**src/hdl/assert_macros.svh**
```systemverilog
// Assertion macros shared by the RTL.
// Each macro wraps one clocked concurrent assertion with an async low reset.
`ifndef ASSERT_MACROS_SVH
`define ASSERT_MACROS_SVH

// Plain property checked at every rising edge outside reset.
`define ASSERT_CLK(lbl, clk, rst_n, prop, msg) \
  lbl: assert property (@(posedge clk) disable iff (!rst_n) (prop)) \
    else $error(msg);

// Same-cycle implication.
`define ASSERT_IMPL(lbl, clk, rst_n, ante, cons, msg) \
  lbl: assert property (@(posedge clk) disable iff (!rst_n) (ante) |-> (cons)) \
    else $error(msg);

// Next-cycle implication.
`define ASSERT_NEXT(lbl, clk, rst_n, ante, cons, msg) \
  lbl: assert property (@(posedge clk) disable iff (!rst_n) (ante) |=> (cons)) \
    else $error(msg);

`endif

```
**src/hdl/h2r_pkg.sv**
```systemverilog
// Package for the HSV to RGB converter: widths, fixed-point constants,
// sector codes and the pipeline control struct. No dependencies.
`default_nettype none

package h2r_pkg;

  localparam int HUE_W      = 15;
  localparam int CH_W       = 8;
  localparam int FRAC_W     = 12;
  localparam int SEC_SHIFT  = 8;   // 3840 = 15 << 8
  localparam int SEC_STEP   = 15;
  localparam int SEC_COUNT  = 6;
  localparam int HUE_HI_W   = HUE_W - SEC_SHIFT;
  localparam int STEP_W     = 4;

  localparam int SECTOR_UNITS_I = SEC_STEP << SEC_SHIFT;
  localparam int RAW_MAX        = ((1 << HUE_W) - 1) / SECTOR_UNITS_I;
  localparam int RAW_W          = 4;
  localparam int FULL_SCALE_I   = 255;

  localparam int DENOM_W  = 20;
  localparam int NUM_W    = DENOM_W + CH_W;
  localparam int Y_W      = NUM_W - SEC_SHIFT;
  localparam int RECIP_W  = 21;
  localparam int RECIP_SHIFT = 32;
  localparam int Z_W      = Y_W + RECIP_W;

  localparam logic [FRAC_W-1:0]  SECTOR_UNITS = FRAC_W'(SECTOR_UNITS_I);
  localparam logic [DENOM_W-1:0] DENOM      = DENOM_W'(FULL_SCALE_I * SECTOR_UNITS_I);
  localparam logic [NUM_W-1:0]   HALF_DENOM = NUM_W'((FULL_SCALE_I * SECTOR_UNITS_I) / 2);
  // ceil(2^32 / 3825): exact quotient for any dividend below 2^20
  localparam logic [RECIP_W-1:0] RECIP      = RECIP_W'(1122868);

  typedef enum logic [2:0] {
    SEC_RY = 3'd0,
    SEC_YG = 3'd1,
    SEC_GC = 3'd2,
    SEC_CB = 3'd3,
    SEC_BM = 3'd4,
    SEC_MR = 3'd5
  } h2r_sector_e;

  typedef struct packed {
    logic en_s1;
    logic en_s2;
    logic en_s3;
    logic en_s4;
  } h2r_ctl_t;

endpackage

`default_nettype wire

```
**src/hdl/h2r_if.sv**
```systemverilog
// Stream interfaces for HSV input pixels and RGB output pixels.
// Depends on h2r_pkg for field widths.
`default_nettype none

interface h2r_hsv_if import h2r_pkg::*; ();
  logic              valid;
  logic              ready;
  logic [HUE_W-1:0]  hue;
  logic [CH_W-1:0]   saturation;
  logic [CH_W-1:0]   brightness;

  modport source(output valid, hue, saturation, brightness, input ready);
  modport sink(input valid, hue, saturation, brightness, output ready);
endinterface

interface h2r_rgb_if import h2r_pkg::*; ();
  logic             valid;
  logic             ready;
  logic [CH_W-1:0]  red;
  logic [CH_W-1:0]  green;
  logic [CH_W-1:0]  blue;

  modport source(output valid, red, green, blue, input ready);
  modport sink(input valid, red, green, blue, output ready);
endinterface

`default_nettype wire

```
**src/hdl/h2r_split.sv**
```systemverilog
// Stage 1: splits hue into sector and remainder over 3840, registers s and v.
// Depends on h2r_pkg.
`default_nettype none

module h2r_split import h2r_pkg::*; (
  input  logic               clk_i,
  input  h2r_ctl_t           ctl_i,
  input  logic [HUE_W-1:0]   hue_i,
  input  logic [CH_W-1:0]    sat_i,
  input  logic [CH_W-1:0]    val_i,
  output h2r_sector_e        sector_o,
  output logic [FRAC_W-1:0]  rem_o,
  output logic [CH_W-1:0]    sat_o,
  output logic [CH_W-1:0]    val_o
);

  logic [HUE_HI_W-1:0] hue_hi;
  logic [RAW_W-1:0]    raw;
  logic [STEP_W-1:0]   rem_hi;
  h2r_sector_e         sector_d, sector_q;
  logic [FRAC_W-1:0]   rem_d, rem_q;
  logic [CH_W-1:0]     sat_q, val_q;

  assign hue_hi = hue_i[HUE_W-1:SEC_SHIFT];

  // hue / 3840 == (hue >> 8) / 15: count the multiples of 15 passed
  always_comb begin
    raw = '0;
    for (int k = 1; k <= RAW_MAX; k++) begin
      if (hue_hi >= HUE_HI_W'(SEC_STEP * k)) begin
        raw = raw + RAW_W'(1);
      end
    end
  end

  always_comb begin
    rem_hi = STEP_W'(hue_hi - HUE_HI_W'(raw) * HUE_HI_W'(SEC_STEP));
    rem_d  = {rem_hi, hue_i[SEC_SHIFT-1:0]};
    // wrap out-of-range sectors back into 0..5
    if (raw >= RAW_W'(SEC_COUNT)) begin
      sector_d = h2r_sector_e'(3'(raw - RAW_W'(SEC_COUNT)));
    end else begin
      sector_d = h2r_sector_e'(3'(raw));
    end
  end

  always_ff @(posedge clk_i) begin
    if (ctl_i.en_s1) begin
      sector_q <= sector_d;
      rem_q    <= rem_d;
      sat_q    <= sat_i;
      val_q    <= val_i;
    end
  end

  assign sector_o = sector_q;
  assign rem_o    = rem_q;
  assign sat_o    = sat_q;
  assign val_o    = val_q;

endmodule

`default_nettype wire

```
**src/hdl/h2r_scale.sv**
```systemverilog
// Stages 2 to 4: rounds v * (1 - frac * s) to an 8-bit level.
// Depends on h2r_pkg. Division by 979200 is a reciprocal multiply.
`default_nettype none

module h2r_scale import h2r_pkg::*; (
  input  logic               clk_i,
  input  h2r_ctl_t           ctl_i,
  input  logic [FRAC_W-1:0]  frac_i,
  input  logic [CH_W-1:0]    sat_i,
  input  logic [CH_W-1:0]    val_i,
  output logic [CH_W-1:0]    level_o
);

  logic [DENOM_W-1:0] diff_d, diff_q;
  logic [CH_W-1:0]    val_q;
  logic [NUM_W-1:0]   num;
  logic [Y_W-1:0]     y_d, y_q;
  logic [Z_W-1:0]     z;
  logic [CH_W-1:0]    level_d, level_q;

  // frac * s never exceeds 255 * 3840, so the difference never goes negative
  assign diff_d = DENOM - DENOM_W'(frac_i) * DENOM_W'(sat_i);

  assign num = NUM_W'(val_q) * NUM_W'(diff_q) + HALF_DENOM;
  // 979200 = 256 * 3825: drop the power of two here
  assign y_d = num[NUM_W-1:SEC_SHIFT];

  assign z       = Z_W'(y_q) * Z_W'(RECIP);
  assign level_d = z[RECIP_SHIFT +: CH_W];

  always_ff @(posedge clk_i) begin
    if (ctl_i.en_s2) begin
      diff_q <= diff_d;
      val_q  <= val_i;
    end
    if (ctl_i.en_s3) begin
      y_q <= y_d;
    end
    if (ctl_i.en_s4) begin
      level_q <= level_d;
    end
  end

  assign level_o = level_q;

endmodule

`default_nettype wire

```
**src/hdl/hsv_to_rgb_pixel_converter.sv**
```systemverilog
// Top level of the HSV to RGB converter: pipeline control, sector routing.
// Depends on h2r_pkg, h2r_if, h2r_split, h2r_scale and assert_macros.svh.
//
//   channel   modport   fields                          per transfer
//   hsv_i     sink      hue, saturation, brightness      one pixel in
//   rgb_o     source    red, green, blue                 one pixel out
//
// One pixel per clock while rgb_o is not stalled; five register stages
// (split, product, scale, reciprocal multiply, routing register) lie
// between the input transfer and output valid.
// rst_ni clears only the valid bits; payload registers are not reset.
// A stall on rgb_o fills the empty stages first, then drops hsv_i.ready.
`default_nettype none
`include "assert_macros.svh"

module hsv_to_rgb_pixel_converter import h2r_pkg::*; (
  input  logic        clk_i,
  input  logic        rst_ni,
  h2r_hsv_if.sink     hsv_i,
  h2r_rgb_if.source   rgb_o
);

  h2r_ctl_t          ctl;
  logic              en_out;
  logic              s1_vld_q, s2_vld_q, s3_vld_q, s4_vld_q, out_vld_q;

  h2r_sector_e       sec1, sec2_q, sec3_q, sec4_q;
  logic [FRAC_W-1:0] rem1, frac_t;
  logic [CH_W-1:0]   sat1, val1;
  logic [CH_W-1:0]   p_lvl, q_lvl, t_lvl;
  logic [CH_W-1:0]   val2_q, val3_q, val4_q;
  logic [CH_W-1:0]   red_d, green_d, blue_d;
  logic [CH_W-1:0]   red_q, green_q, blue_q;

  // a stage advances when it is empty or the one after it advances
  assign en_out    = !out_vld_q || rgb_o.ready;
  assign ctl.en_s4 = !s4_vld_q || en_out;
  assign ctl.en_s3 = !s3_vld_q || ctl.en_s4;
  assign ctl.en_s2 = !s2_vld_q || ctl.en_s3;
  assign ctl.en_s1 = !s1_vld_q || ctl.en_s2;
  assign hsv_i.ready = ctl.en_s1;

  always_ff @(posedge clk_i or negedge rst_ni) begin
    if (!rst_ni) begin
      s1_vld_q  <= 1'b0;
      s2_vld_q  <= 1'b0;
      s3_vld_q  <= 1'b0;
      s4_vld_q  <= 1'b0;
      out_vld_q <= 1'b0;
    end else begin
      if (ctl.en_s1) s1_vld_q  <= hsv_i.valid;
      if (ctl.en_s2) s2_vld_q  <= s1_vld_q;
      if (ctl.en_s3) s3_vld_q  <= s2_vld_q;
      if (ctl.en_s4) s4_vld_q  <= s3_vld_q;
      if (en_out)    out_vld_q <= s4_vld_q;
    end
  end

  h2r_split u_split (
    .clk_i    (clk_i),
    .ctl_i    (ctl),
    .hue_i    (hsv_i.hue),
    .sat_i    (hsv_i.saturation),
    .val_i    (hsv_i.brightness),
    .sector_o (sec1),
    .rem_o    (rem1),
    .sat_o    (sat1),
    .val_o    (val1)
  );

  assign frac_t = SECTOR_UNITS - rem1;

  h2r_scale u_scale_p (
    .clk_i   (clk_i),
    .ctl_i   (ctl),
    .frac_i  (SECTOR_UNITS),
    .sat_i   (sat1),
    .val_i   (val1),
    .level_o (p_lvl)
  );

  h2r_scale u_scale_q (
    .clk_i   (clk_i),
    .ctl_i   (ctl),
    .frac_i  (rem1),
    .sat_i   (sat1),
    .val_i   (val1),
    .level_o (q_lvl)
  );

  h2r_scale u_scale_t (
    .clk_i   (clk_i),
    .ctl_i   (ctl),
    .frac_i  (frac_t),
    .sat_i   (sat1),
    .val_i   (val1),
    .level_o (t_lvl)
  );

  // carry sector and v alongside the scale stages
  always_ff @(posedge clk_i) begin
    if (ctl.en_s2) begin
      sec2_q <= sec1;
      val2_q <= val1;
    end
    if (ctl.en_s3) begin
      sec3_q <= sec2_q;
      val3_q <= val2_q;
    end
    if (ctl.en_s4) begin
      sec4_q <= sec3_q;
      val4_q <= val3_q;
    end
  end

  always_comb begin
    unique case (sec4_q)
      SEC_RY: begin
        red_d = val4_q; green_d = t_lvl;  blue_d = p_lvl;
      end
      SEC_YG: begin
        red_d = q_lvl;  green_d = val4_q; blue_d = p_lvl;
      end
      SEC_GC: begin
        red_d = p_lvl;  green_d = val4_q; blue_d = t_lvl;
      end
      SEC_CB: begin
        red_d = p_lvl;  green_d = q_lvl;  blue_d = val4_q;
      end
      SEC_BM: begin
        red_d = t_lvl;  green_d = p_lvl;  blue_d = val4_q;
      end
      default: begin
        red_d = val4_q; green_d = p_lvl;  blue_d = q_lvl;
      end
    endcase
  end

  always_ff @(posedge clk_i) begin
    if (en_out) begin
      red_q   <= red_d;
      green_q <= green_d;
      blue_q  <= blue_d;
    end
  end

  assign rgb_o.valid = out_vld_q;
  assign rgb_o.red   = red_q;
  assign rgb_o.green = green_q;
  assign rgb_o.blue  = blue_q;

  `ASSERT_IMPL(a_ready_low_full, clk_i, rst_ni, !hsv_i.ready,
    s1_vld_q && s2_vld_q && s3_vld_q && s4_vld_q && out_vld_q && !rgb_o.ready,
    "input blocked while pipeline has room")
  `ASSERT_NEXT(a_accept_fills_s1, clk_i, rst_ni, hsv_i.valid && hsv_i.ready,
    s1_vld_q, "accepted pixel missing from stage 1")
  `ASSERT_NEXT(a_s4_holds, clk_i, rst_ni, s4_vld_q && !ctl.en_s4,
    s4_vld_q, "stalled stage 4 pixel lost")
  `ASSERT_IMPL(a_out_from_s4, clk_i, rst_ni, $rose(out_vld_q),
    $past(s4_vld_q), "output valid without stage 4 pixel")

endmodule

`default_nettype wire
```
**src/flat_wrapper.sv**
```systemverilog
// flat-port wrapper written by rule: the top's interface ports become plain ports
module hsv_to_rgb_pixel_converter_flat import h2r_pkg::*;
  (clk_i, rst_ni, hsv_i_valid, hsv_i_hue, hsv_i_saturation, hsv_i_brightness, hsv_i_ready, rgb_o_valid, rgb_o_red, rgb_o_green, rgb_o_blue, rgb_o_ready);
  h2r_hsv_if hsv_i_i ();
  h2r_rgb_if rgb_o_i ();
  input  logic clk_i;
  input  logic rst_ni;
  input wire logic [$bits(hsv_i_i.valid)-1:0] hsv_i_valid;
  input wire logic [$bits(hsv_i_i.hue)-1:0] hsv_i_hue;
  input wire logic [$bits(hsv_i_i.saturation)-1:0] hsv_i_saturation;
  input wire logic [$bits(hsv_i_i.brightness)-1:0] hsv_i_brightness;
  output wire logic [$bits(hsv_i_i.ready)-1:0] hsv_i_ready;
  output wire logic [$bits(rgb_o_i.valid)-1:0] rgb_o_valid;
  output wire logic [$bits(rgb_o_i.red)-1:0] rgb_o_red;
  output wire logic [$bits(rgb_o_i.green)-1:0] rgb_o_green;
  output wire logic [$bits(rgb_o_i.blue)-1:0] rgb_o_blue;
  input wire logic [$bits(rgb_o_i.ready)-1:0] rgb_o_ready;
  assign hsv_i_i.valid = hsv_i_valid;
  assign hsv_i_i.hue = hsv_i_hue;
  assign hsv_i_i.saturation = hsv_i_saturation;
  assign hsv_i_i.brightness = hsv_i_brightness;
  assign hsv_i_ready = hsv_i_i.ready;
  assign rgb_o_valid = rgb_o_i.valid;
  assign rgb_o_red = rgb_o_i.red;
  assign rgb_o_green = rgb_o_i.green;
  assign rgb_o_blue = rgb_o_i.blue;
  assign rgb_o_i.ready = rgb_o_ready;
  hsv_to_rgb_pixel_converter u_core (.clk_i(clk_i), .rst_ni(rst_ni), .hsv_i(hsv_i_i), .rgb_o(rgb_o_i));
endmodule
```
**config.mk**
```make
export PLATFORM = sky130hd
export DESIGN_NAME = hsv_to_rgb_pixel_converter_flat
export DESIGN_NICKNAME = d
export VERILOG_FILES = /design/src/hdl/h2r_pkg.sv /design/src/hdl/h2r_if.sv /design/src/hdl/h2r_split.sv /design/src/hdl/h2r_scale.sv /design/src/hdl/hsv_to_rgb_pixel_converter.sv /design/src/flat_wrapper.sv
export VERILOG_INCLUDE_DIRS = /design/src /design/src/hdl
export SDC_FILE = /design/constraint.sdc
export NUM_CORES = 2
export LEC_CHECK = 0
export ABC_AREA = 1
export ABC_CLOCK_PERIOD_IN_PS = 7500
export BUFFER_PORTS_ARGS = -buffer_cell sky130_fd_sc_hd__buf_2
export CORE_UTILIZATION = 45
export DETAILED_ROUTE_END_ITERATION = 8
export PLACE_DENSITY_LB_ADDON = 0.2
export SLEW_MARGIN = 15
export SYNTH_ARGS = -nofsm -noshare
export SYNTH_HDL_FRONTEND = slang
export SYNTH_SLANG_ARGS = --single-unit
```
**constraint.sdc**
```tcl
create_clock -name clk_i -period 7.5 [get_ports clk_i]
set_clock_uncertainty 0.1 [all_clocks]
set_input_delay 0.75 -clock clk_i [delete_from_list [all_inputs] [get_ports clk_i]]
set_output_delay 0.75 -clock clk_i [all_outputs]
set_load 0.005 [all_outputs]
```
# Yosys cells after proc, flatten, opt, wreduce, memory -nomap -nowiden
# Index checks and enable logic that the tools add are counted.
dict set report classes {
  add_sub_neg 16
  mul 10
  order_cmp 9
  n_eq_ne 4
  mux 12
  reduce_logical 15
}
# operator count
set ops {}
lappend ops {{$mul 20x19->38 const B} 3}
lappend ops {{$add 28x19->28 const B} 3}
lappend ops {{$mul 8x20->28} 3}
lappend ops {{$pmux 8 s3} 3}
lappend ops {{$sub 20x20->20 const A} 3}
lappend ops {{$mul 12x8->20} 2}
lappend ops {{$add 4x1->4 const B} 7}
lappend ops {{$ge 7x7->1 const B} 4}
lappend ops {{$mux 4} 7}
lappend ops {{$ge 7x6->1 const B} 2}
lappend ops {{$mul 4x8->12 const A} 1}
lappend ops {{$sub 12x12->12 const A} 1}
lappend ops {{$reduce_or 2->1} 4}
lappend ops {{$ge 7x4->1 const B} 1}
lappend ops {{$ge 7x5->1 const B} 1}
lappend ops {{$eq 3x2->1 const B} 2}
lappend ops {{$logic_not 1->1} 5}
lappend ops {{$logic_or 1x1->1} 5}
lappend ops {{$ge 4x3->1 const B} 1}
lappend ops {{$mul 4x1->4 const B} 1}
lappend ops {{$sub 4x4->4} 1}
lappend ops {{$eq 3x1->1 const B} 1}
lappend ops {{$eq 3x3->1 const B} 1}
lappend ops {{$logic_not 3->1} 1}
lappend ops {{3 further kinds} 3}
dict set report word_totals {
  register_bits 237
  input_bits 35
  out_inout_bits 26
  elab_cells 93
}

# Longest topological paths before layout
dict set report depth {
  word_depth 18
  mapped_depth 37
  mapped_depth_nobuf 36
}

# Modules after synthesis
# Synthesis repeated with hierarchy kept, for this count alone.
dict set report hier_totals {
  cells_unflattened 6409
  area_unflattened_um2 52122.5
}
# mod instances cells_each area_per_inst_um2 seq_area_each_um2
set by_module_without_submodules {}
lappend by_module_without_submodules {{h2r_scale at u_core.u_scale_t} 1 1978 15837.7 1681.6}
lappend by_module_without_submodules {{h2r_scale at u_core.u_scale_q} 1 1975 15782.6 1681.6}
lappend by_module_without_submodules {{h2r_scale at u_core.u_scale_p} 1 1973 15736.3 1681.6}
lappend by_module_without_submodules {hsv_to_rgb_pixel_converter 1 267 2776.4 1836.8}
lappend by_module_without_submodules {h2r_split 1 216 1989.4 930.9}

# Worst setup path before layout
# OpenSTA, ideal clock, no wires.
dict set report synth_path {
  path_kind {register to register}
  start {register u_core.u_split.rem_q[0] (netlist: u_core.u_split.rem_o[0])}
  end {register u_core.u_scale_t.diff_q[17], data pin}
  setup_time_ps 252
  arrival_ps 5433
  required_ps 7148
  path_slack_ps 1715
  path_stages_with_launch 26
  n_path_buf 1
  synth_period_minus_slack_ps 5785
  path_cell_list {edfxtp_1 clkbuf_1 nor3_1 nand2_1 or3_1 or3_1 and2_1 inv_1 nor2_1 fa_1 fa_1 inv_1 fa_1 inv_1 fa_1 inv_1 ha_1 inv_1 o21ai_0 a21boi_1 o21ai_0 a21oi_1 o21bai_1 nand3_1 nand3_1 nand2_1}
}
dict set report synth_between {
  elab_chain_cells 3
}
# item line
set synth_rtl {}
lappend synth_rtl {{start: declaration} h2r_split.sv:21} ;# logic [FRAC_W-1:0] rem_d, rem_q;
lappend synth_rtl {{start signal: assignment} h2r_split.sv:50} ;# rem_q <= rem_d;
lappend synth_rtl {{$sub 12x12->12} hsv_to_rgb_pixel_converter.sv:71} ;# assign frac_t = SECTOR_UNITS - rem1;
lappend synth_rtl {{$mul 12x8->20} h2r_scale.sv:22} ;# assign diff_d = DENOM - DENOM_W'(frac_i) * DENOM_W'(sat_i);
lappend synth_rtl {{$sub 20x20->20} h2r_scale.sv:22}
lappend synth_rtl {{via u_core.u_scale_t.diff_d[17]} h2r_scale.sv:14} ;# logic [DENOM_W-1:0] diff_d, diff_q;
lappend synth_rtl {{end signal: assignment} h2r_scale.sv:33} ;# diff_q <= diff_d;
lappend synth_rtl {{end: declaration} h2r_scale.sv:14}
# The timed path passes the listed nets, and every way through them passes these cells.
# A chain may end at the register's enable or synchronous reset.

# Worst setup path in the final report
# Ends and elaborated chain as after synthesis.

==> metrics.md <==
| Metric | Value |
|---|---|
| Detailed Route WL | `96,300 um` |
| Final setup vio count | `0` |
| Die area | `100,000 um2` |
| Initial Utilization | `45.7%` |
| Clk Latency, worst-skew pair | `0.62 ns` |
| Footprint of the multi-input gates | `31,100 um2` |
| R2R setup slack | `1.23 ns` |
| Fill cells | `9,498` |
| Crit-path max FO | `10` |
| Sink Count | `228` |
| Launching point of the worst reg2reg path | `u_core.u_split.rem_o[0]` |
| Synth Register Bits | `228` |
| Antenna Nets Post-Route | `0` |
| Final-report hold violation count | `0` |
| Final slew viol count | `0` |
| WP data required | `7.74 ns` |
| Largest family of logic cells by synthesized area | `adder cells` |
| Proportion of layout cells with a drive suffix above 1 | `3.80%` |
| Yosys top cell by area | `fa_1` |
| Post-synth EDFFs | `223` |
| Clk slew on worst S/H paths | `0.07 ns` |
| Ys flop type | `edfxtp_1` |
| Port bufs | `60` |
| Mean routed wirelength per cell | `14.8 um` |
| Synth Area in Adders | `50.0%` |
| Worst-margin pin slew | `1.10 ns` |
| Top cell type's share of synthesized area | `28.0%` |
| CP endpoint kind | `flip-flop` |
| GRT Residual Overflow | `0` |
| Pre-antenna DRT Iters | `7` |
| DP HPWL | `82,600 um` |
| Post-synthesis xor/xnor area fraction | `2.72%` |
| Arrival time worst endpoint | `6.51 ns` |
| Synth top cells by count | `inv_1 (1,573), nand2_1 (946), ha_1 (780)` |
| Die X | `316 um` |
| CP startpoint kind | `flip-flop` |
| Post-route DRC | `0` |
| FF-to-FF End | `u_core.u_scale_t.diff_q[17]` |
| Cell Area, Synth | `44,400 um2` |
| Number of global-route vias before repair | `31,995` |
| Synth cell types | `57` |
| DR vias/cell | `4.81` |
| Clock root buffer | `clkbuf_16` |
| Gate Count Post-Synth | `5,206` |
| Relative slew margins | `26.2%` |
| CTS tree | `yes` |
| Cells on worst reg2reg path | `24` |
| Die height | `316 um` |
| Worst Hold Depth | `1` |
| Seq/Total Area, Yosys | `15.4%` |
| Initial antenna violation count | `0` |
| Final Cell Area | `47,200 um2` |
| First-pass GRT wire length | `162,000 um` |
| IO Pins | `61` |
| Status | `completed` |
| Site row count | `114` |
| Mux contribution to synthesized area | `0%` |
| Most common cell in the netlist | `inv_1` |
| Yosys warns | `0` |
| Simple-Gate Fraction of Synth Area | `11.8%` |
| Area grow syn2layout | `6.21%` |
| Hold_sp | `hsv_i_brightness[6]` |
| Total GRT Usage | `20.0%` |
| Fin crit period | `6.27 ns` |
| Diode count | `0` |
| Post-CTS Setup Bufs | `0` |
| Syn Area/Cell | `8.53 um2` |
| Fraction of registers with async set/reset | `2.19%` |
| H-tree depth | `1` |
| Max-capacitance violation count | `0` |
| Hold WC Path Type | `in -> reg` |
| Dpl cell area | `46,100 um2` |
| Setup CP Type | `reg -> reg` |
| Peak Freq | `159 MHz` |
| Synth Area in Compound Gates | `5.57%` |
| CORE AREA | `97,300 um2` |
| Max Root-Sink Buffers | `3` |
| Setup_tns | `0 ns` |
| Syn_nets | `6,642` |
| CTS buffer count | `30` |
| Hold path endpoint | `u_core.u_split.val_o[6]` |
| Crit share post-route | `83.6%` |
| Largest net degree at the start of global routing | `73` |
| Largest cells by area after synthesis | `fa_1 (28%), ha_1 (22%), edfxtp_1 (15%)` |
| FF/Latch Area | `6820 um2` |
| Nets | `6,647` |
| RSZ-0062 raised after global routing | `false` |
| Gpl congestion | `0.874` |
| DRT iter0 DRCs | `1,524` |
| Via count of the routed design | `31,319` |
stage by stage:
stage | util (%) | hold slack (ns) | setup WS (ns) | cells
after floorplan | - | 0.300 | 1.72 | 5206
after CTS | 48.5 | 0.157 | 1.21 | 6511
final | 48.5 | 0.207 | 1.23 | 6511
after detailed placement | 47.4 | 0.306 | 1.23 | 6454
after global placement | 47.4 | 0.303 | 1.32 | 6454
after global routing | 48.5 | 0.167 | 0.803 | 6511
per-layer routing:
metal  vias to the layer above  wire length, um  GRT usage (%)
li1                      15740                -              -
met1                     15114            48800           29.3
met2                       400            43300           32.8
met3                        65             3040           1.84
met4                         0             1150           2.72
met5                         -                0              0
repair_timing:
| action | CTS | global route |
|---|---|---|
| hold buffers | 1 | 0 |
| hold endpoints to repair | 5 | 0 |
| resized for setup | 0 | 0 |
area by class of cell:
class,instances,area share [%]
clock buffers,30,1.59
multi-input cells,3271,66.0
inverters,1581,12.6
flip-flops and latches,228,14.5
well taps,1276,3.38
repair buffers,99,1.26
clock inverters,26,0.722
how the worst max path moves through the flow:
| stage | slack [ns] | start | cells past startpoint | end |
|---|---|---|---|---|
| floorplan | 1.72 | u_core.u_split.rem_o[0] | 25 | u_core.u_scale_t.diff_q[17] |
| global placement | 1.32 | u_core.u_split.rem_o[2] | 24 | u_core.u_scale_t.diff_q[17] |
| detailed placement | 1.23 | u_core.u_split.rem_o[2] | 24 | u_core.u_scale_t.diff_q[17] |
| CTS | 1.21 | u_core.u_split.rem_o[2] | 24 | u_core.u_scale_t.diff_q[17] |
| global route | 0.80 | u_core.u_split.rem_o[2] | 24 | u_core.u_scale_t.diff_q[17] |
| finish | 1.23 | u_core.u_split.rem_o[0] | 24 | u_core.u_scale_t.diff_q[17] |
state kept, by name (all words and copies together), names as in the netlist, 12 cells and up:
name and flops:
u_core.u_scale_p.diff_q 12, u_core.u_scale_p.y_q 20, u_core.u_scale_q.diff_q 19, u_core.u_scale_q.y_q 20
u_core.u_scale_t.diff_q 20, u_core.u_scale_t.y_q 20, u_core.u_split.rem_o 12
cell usage in the layout (no fill, tap or decap), types with 6 or more instances in the layout:
cell / synthesis / final
inv_2: 6 / 8
nand2_2: 12 / 13
a31oi_1: 15 / 15
xnor2_1: 39 / 39
o22ai_1: 9 / 9
inv_1: 1573 / 1571
a21boi_0: 7 / 7
nand4_1: 17 / 17
buf_2: 1 / 60
buf_4: 0 / 38
o211ai_1: 14 / 14
o21a_1: 10 / 10
clkbuf_16: 0 / 30
o2111ai_1: 12 / 12
a21o_1: 9 / 9
fa_1: 621 / 621
nand3_1: 77 / 77
a21oi_1: 207 / 207
nand3_2: 7 / 7
o21ai_0: 99 / 99
a22oi_1: 6 / 6
ha_1: 780 / 780
nor3_1: 32 / 32
o21bai_1: 11 / 11
xor2_1: 97 / 97
a211oi_1: 8 / 8
edfxtp_1: 223 / 223
nand2_1: 946 / 945
nor2_1: 175 / 175
nor4_1: 8 / 8
or2_2: 9 / 9
critical path, stage by stage, from the launching register on:
cell and delay, ns:
edfxtp_1 0.54, nor3_1 0.27, nand2_1 0.11, or3_1 0.35, or3_1 0.37, and2_1 0.20, inv_1 0.18, nor2_1 0.08
fa_1 0.49, fa_1 0.51, inv_1 0.06, fa_1 0.52, inv_1 0.05, fa_1 0.47, inv_1 0.04, ha_1 0.31
inv_1 0.04, o21ai_0 0.26, a21boi_1 0.17, o21ai_0 0.31, a21oi_1 0.11, o21bai_1 0.20, nand3_1 0.12, nand3_1 0.09
nand2_1 0.05
logic make-up after synthesis:
kind of cell	after synthesis
AO/OA/AOI/OAI	431
adder cells (fa/ha/maj)	1401
AND/OR/NAND/NOR	1302
XOR/XNOR	137
flip-flops	228
buffers and inverters	1707
Power is left out: the tool's default activity adds up to more than one toggle a clock period on the data nets, which glitch-free logic cannot reach.
